<file path="src/sv/u2r_pkg.sv">
// shared types, reciprocal constants and digit helpers for the unix time to rfc3339 converter
// no dependencies
package u2r_pkg;

  localparam logic signed [63:0] T_MIN = -64'sd62167219200;
  localparam logic signed [63:0] T_MAX = 64'sd253402300799;

  localparam int U_W = 39;
  localparam int Z_W = 22;

  localparam logic [32:0] DAY_M  = 33'(((64'd1 << 42) + 64'd674) / 64'd675);
  localparam int          DAY_K  = 42;
  localparam logic [9:0]  DAY_LO = 10'd675;
  localparam logic [21:0] Z_SHIFT = 22'd146037;

  localparam logic [22:0] ERA_M    = 23'(((64'd1 << 40) + 64'd146096) / 64'd146097);
  localparam int          ERA_K    = 40;
  localparam logic [22:0] ERA_DAYS = 23'd146097;

  localparam logic [18:0] D1460_M  = 19'(((64'd1 << 29) + 64'd1459) / 64'd1460);
  localparam logic [18:0] D36524_M = 19'(((64'd1 << 34) + 64'd36523) / 64'd36524);
  localparam logic [18:0] D365_M   = 19'(((64'd1 << 27) + 64'd364) / 64'd365);
  localparam logic [9:0]  D100Y_M  = 10'(((64'd1 << 16) + 64'd99) / 64'd100);
  localparam logic [11:0] D153_M   = 12'(((64'd1 << 19) + 64'd152) / 64'd153);
  localparam logic [17:0] HOUR_M   = 18'(((64'd1 << 29) + 64'd3599) / 64'd3600);
  localparam logic [12:0] MIN_M    = 13'(((64'd1 << 18) + 64'd59) / 64'd60);
  localparam logic [14:0] Y100_M   = 15'(((64'd1 << 21) + 64'd99) / 64'd100);
  localparam logic [17:0] DOE_LAST = 18'd146096;

  typedef struct packed {
    logic        ok;
    logic [4:0]  hour;
    logic [5:0]  minute;
    logic [5:0]  second;
  } u2r_tm_t;

  typedef struct packed {
    logic [13:0] year;
    logic [3:0]  month;
    logic [4:0]  day;
  } u2r_date_t;

  // days before each march-based month
  function automatic logic [8:0] month_start(input logic [3:0] mp);
    logic [8:0] r;
    case (mp)
      4'd0:    r = 9'd0;
      4'd1:    r = 9'd31;
      4'd2:    r = 9'd61;
      4'd3:    r = 9'd92;
      4'd4:    r = 9'd122;
      4'd5:    r = 9'd153;
      4'd6:    r = 9'd184;
      4'd7:    r = 9'd214;
      4'd8:    r = 9'd245;
      4'd9:    r = 9'd275;
      4'd10:   r = 9'd306;
      4'd11:   r = 9'd337;
      default: r = 9'd0;
    endcase
    return r;
  endfunction

  // tens and ones of a value below 100
  function automatic logic [7:0] bcd2(input logic [6:0] v);
    logic [13:0] p;
    logic [3:0]  t;
    p = 14'(v) * 14'd103;
    t = 4'(p >> 10);
    return {t, 4'(v - 7'(t) * 7'd10)};
  endfunction

  function automatic logic [7:0] asc(input logic [3:0] d);
    return {4'h3, d};
  endfunction

endpackage

</file>
<file path="src/sv/u2r_civil.sv">
// pipelined days-to-civil conversion: shifted day count to year, month and day
// depends on u2r_pkg
module u2r_civil (
  input  logic                   clk,
  input  logic                   rst_n,
  input  logic                   in_vld,
  input  logic [21:0]            z,
  output logic                   out_vld,
  output u2r_pkg::u2r_date_t     date
);

  logic [6:0]  vld_r;
  logic [44:0] era_prod;
  logic [4:0]  era1_r, era2_r, era3_r, era4_r, era5_r, era6_r;
  logic [21:0] z1_r;
  logic [17:0] doe_nxt, doe2_r, doe3_r, doe4_r;
  logic [36:0] a_prod, b_prod, y_prod;
  logic [17:0] num_nxt, num3_r;
  logic [8:0]  yoe4_r, yoe5_r, yoe6_r;
  logic [18:0] c_prod;
  logic [17:0] doy_sub;
  logic [8:0]  doy5_r, doy6_r;
  logic [10:0] mnum;
  logic [22:0] mp_prod;
  logic [3:0]  mp6_r;
  logic [14:0] yr_full;
  u2r_pkg::u2r_date_t date_nxt, date_r;

  always_comb begin
    era_prod = 45'(z) * 45'(u2r_pkg::ERA_M);
    doe_nxt  = 18'(23'(z1_r) - 23'(era1_r) * u2r_pkg::ERA_DAYS);
    a_prod   = 37'(doe2_r) * 37'(u2r_pkg::D1460_M);
    b_prod   = 37'(doe2_r) * 37'(u2r_pkg::D36524_M);
    num_nxt  = doe2_r - 18'(a_prod >> 29) + 18'(b_prod >> 34)
               - 18'(doe2_r == u2r_pkg::DOE_LAST);
    y_prod   = 37'(num3_r) * 37'(u2r_pkg::D365_M);
    c_prod   = 19'(yoe4_r) * 19'(u2r_pkg::D100Y_M);
    doy_sub  = 18'(yoe4_r) * 18'd365 + 18'(yoe4_r >> 2) - 18'(c_prod >> 16);
    mnum     = 11'(doy5_r) * 11'd5 + 11'd2;
    mp_prod  = 23'(mnum) * 23'(u2r_pkg::D153_M);
    yr_full  = 15'(era6_r) * 15'd400 + 15'(yoe6_r) + 15'(mp6_r >= 4'd10) - 15'd400;
    date_nxt.year  = yr_full[13:0];
    date_nxt.month = (mp6_r < 4'd10) ? mp6_r + 4'd3 : mp6_r - 4'd9;
    date_nxt.day   = 5'(doy6_r - u2r_pkg::month_start(mp6_r) + 9'd1);
  end

  always_ff @(posedge clk) begin
    if (!rst_n) begin
      vld_r <= '0;
    end else begin
      vld_r <= {vld_r[5:0], in_vld};
    end
  end

  always_ff @(posedge clk) begin
    era1_r <= 5'(era_prod >> u2r_pkg::ERA_K);
    z1_r   <= z;
    era2_r <= era1_r;
    doe2_r <= doe_nxt;
    era3_r <= era2_r;
    doe3_r <= doe2_r;
    num3_r <= num_nxt;
    era4_r <= era3_r;
    doe4_r <= doe3_r;
    yoe4_r <= 9'(y_prod >> 27);
    era5_r <= era4_r;
    yoe5_r <= yoe4_r;
    doy5_r <= 9'(doe4_r - doy_sub);
    era6_r <= era5_r;
    yoe6_r <= yoe5_r;
    doy6_r <= doy5_r;
    mp6_r  <= 4'(mp_prod >> 19);
    date_r <= date_nxt;
  end

  assign out_vld = vld_r[6];
  assign date    = date_r;

endmodule

</file>
<file path="config.mk">
export PLATFORM = sky130hd
export DESIGN_NAME = u2r_civil
export DESIGN_NICKNAME = d
export VERILOG_FILES = /design/src/sv/u2r_pkg.sv /design/src/sv/u2r_civil.sv
export SDC_FILE = /design/constraint.sdc
export NUM_CORES = 2
export LEC_CHECK = 0
export BUFFER_PORTS_ARGS = -buffer_cell sky130_fd_sc_hd__buf_2
export CORE_MARGIN = 1.5
export CORE_UTILIZATION = 35
export DETAILED_ROUTE_END_ITERATION = 8
export SYNTH_ARGS = -nofsm -noshare
export SYNTH_HDL_FRONTEND = slang
export SYNTH_SLANG_ARGS = --single-unit
export TNS_END_PERCENT = 20
</file>
<file path="constraint.sdc">
create_clock -name clk -period 13.4 [get_ports clk]
set_input_delay 1.34 -clock clk [delete_from_list [all_inputs] [get_ports clk]]
set_output_delay 1.34 -clock clk [all_outputs]
set_load 0.005 [all_outputs]
</file>
==> results.toml <==
[status]
status = "finished, final reports clean"

[synthesis]
yosys_warnings = 0
synth-async-reset-ratio_pct = 0
syn-num-nets = 4863
yosysUniqueCellTypes = 70
yosys.area.top_type = "fa_1"
ys_seq_elements = 182
synth_top_area_share_pct = 34.0
yosysMostFrequentCell = "inv_1"
synthTopCellsByArea = "fa_1 34%, ha_1 32%, dfxtp_1 10%, inv_1 10%, xnor2_1 2.3%"
netlist_area_mm2 = 0.0351
yosysSeqAreaShare_pct = 10.4
synthCells = 3332
synth_enable_flop_cells = 0
synth.avg_cell_area_um2 = 10.5
synth_commonest_cells = "948 x inv_1, 909 x ha_1, 597 x fa_1"
synth_ff_type = "dfxtp_1"

[worst_hold_path]
whs_path_depth = 0
hold_class = "register to register"

[clocking]
cts_root_buf = "clkbuf_16"
cts_tree = "built"
clk_pin_slew_ps = 90
cts_resized = 0
clock_sinks = 182
htree_levels = 4
cts_buffers = 17
insertion_delay_ps = 500
cts_hold_buffers = 0
clock_path_buffers = 2
postCtsSetupRepairBufs = 0

[routing]
vias = 21900
wl_met1_mm = 35.4
post-route-drc-count = 0
first_pass_iters = 5
wl_met2_mm = 35.4
wl_met3_mm = 2.87
viasPerCell = 4.66
drtAntennaViolNets = 0
routedWlPerCell_um = 16.0
dr.first_iter.drc_count = 928
dr.max_layer_used = "met4"
wl_mm = 75.1

[global_routing]
grt_usage_pct = 15.7
grt_overflow = 0
antenna_found_initial = 2
grt_max_degree = 24
grt_pass1_wl_mm = 126
grt_pass1_vias = 23800

[setup_path]
path_max_fanout = 17
worstSetupEndpointType = "register"
crit_path_frequent_cell = "fa_1"
arrival_ps = 9610
crit_family = "adder cells"
reg2regPathDepth = 32
cp-start-kind = "register"
worst-path-buf-inv = 6
crit_cells = 32
worstSetupPathType = "register to register"
critPathSlowestCell = "dfxtp_1"
cp.required_ps = 13790
critPathMaxStageDelay_ps = 970

[sta]
max_freq_mhz = 108
relSlewSlack_pct = 24.5
finalHoldViolCount = 0
slew_violations = 0
fin_crit_sh_pct = 68.8
finalSetupTns_ps = 0
holdWs_ps = 316
worst_slack_ps = 4180
setup_viol = 0
fin_skew_ps = 16.2
tightest_slew_ps = 1120
min_period_ps = 9220
grt_setup_unrepaired = "no"

[job]
drv_cap = 0

[placed_design]
hpwl_mm = 66.5
port_buffers = 48
routabilityCongestion = 0.903
dpl_worst_slack_ps = 4260

[cells_and_area]
fillers = 9680
multi_input_area_mm2 = 0.0279
area_growth_pct = 7.20
utilization_pct = 38.1
fin_nets = 4932
seqCellArea_mm2 = 0.00364
drive_above_1_share_pct = 2.96
diodes = 0

[floorplanning]
die_x_um = 320
dieArea_mm2 = 0.102
ioPinCount = 49
initial_core_util_pct = 35.5
num_rows = 115
dieHeight_um = 320
core_mm2 = 0.0989
-- path summary, 6_finish.rpt --
| kind | slack (ps) | endpoint | from |
|---|---|---|---|
| max | 4180 | num3_r[16]$_DFF_P_ | doe2_r[8]$_DFF_P_ |
| min | 320 | yoe6_r[4]$_DFF_P_ | yoe5_r[4]$_DFF_P_ |
| max reg2reg | 4180 | num3_r[16]$_DFF_P_ | doe2_r[8]$_DFF_P_ |
| min reg2reg | 320 | yoe6_r[4]$_DFF_P_ | yoe5_r[4]$_DFF_P_ |
-- stage by stage --
step | std cells | cell area [um^2]
global route | 4701 | 37600
finish | 4701 | 37600
CTS | 4701 | 37600
floorplan | 3332 | 35100
global placement | 4669 | 37000
detailed placement | 4669 | 37000
-- placed cells by master, fill, tap and decap left out, drive strengths merged, types with 6 or more instances in the layout --
cell / n
nand3: 27
nand2: 47
and3: 12
xnor2: 92
a21o: 44
clkbuf: 17
o21a: 13
dfxtp: 182
o21bai: 14
nor2b: 7
a21oi: 83
or2: 7
o211ai: 15
a211oi: 13
ha: 909
xor2: 36
buf: 53
inv: 957
nor2: 67
nand4: 23
a21boi: 7
and2: 14
nor3: 18
nand2b: 7
or3: 11
clkinv: 6
fa: 597
mux2i: 7
a2111oi: 6
o21ai: 42
-- area by class of cell --
cell class / instances / area share (%)
clock inverter: 15 / 0.599
inverter: 948 / 9.46
timing repair buffer: 53 / 0.738
multi-input combinational: 2199 / 74.1
tap: 1287 / 4.28
clock buffer: 17 / 1.13
sequential: 182 / 9.68
-- metal layers --
| metal | GRT usage (%) | vias to the layer above |
|---|---|---|
| met5 | 0 | - |
| met4 | 3.69 | 0 |
| met3 | 2.21 | 72 |
| met2 | 26.1 | 347 |
| met1 | 21.5 | 10800 |
| li1 | - | 10700 |
-- kinds of logic (layout without fill, tap and decap cells) --
kind of cell	Yosys count	count (layout)	synth area share, %
buffers and inverters	951	1033	10.2
flip-flops	182	182	10.4
XOR/XNOR	128	128	3.19
AO/OA/AOI/OAI	293	293	5.70
AND/OR/NAND/NOR	264	264	3.87
multiplexers	8	8	0.232
adder cells (fa/ha/maj)	1506	1506	66.5
-- sequential cells by signal, summed over array words and instances, names as in the netlist, 18 cells and up, named ones only --
signal and count:
date 23, doe2_r 18, num3_r 18, z1_r 18
Power is left out: the tool's default activity adds up to more than one toggle a clock period on the data nets, which glitch-free logic cannot reach.
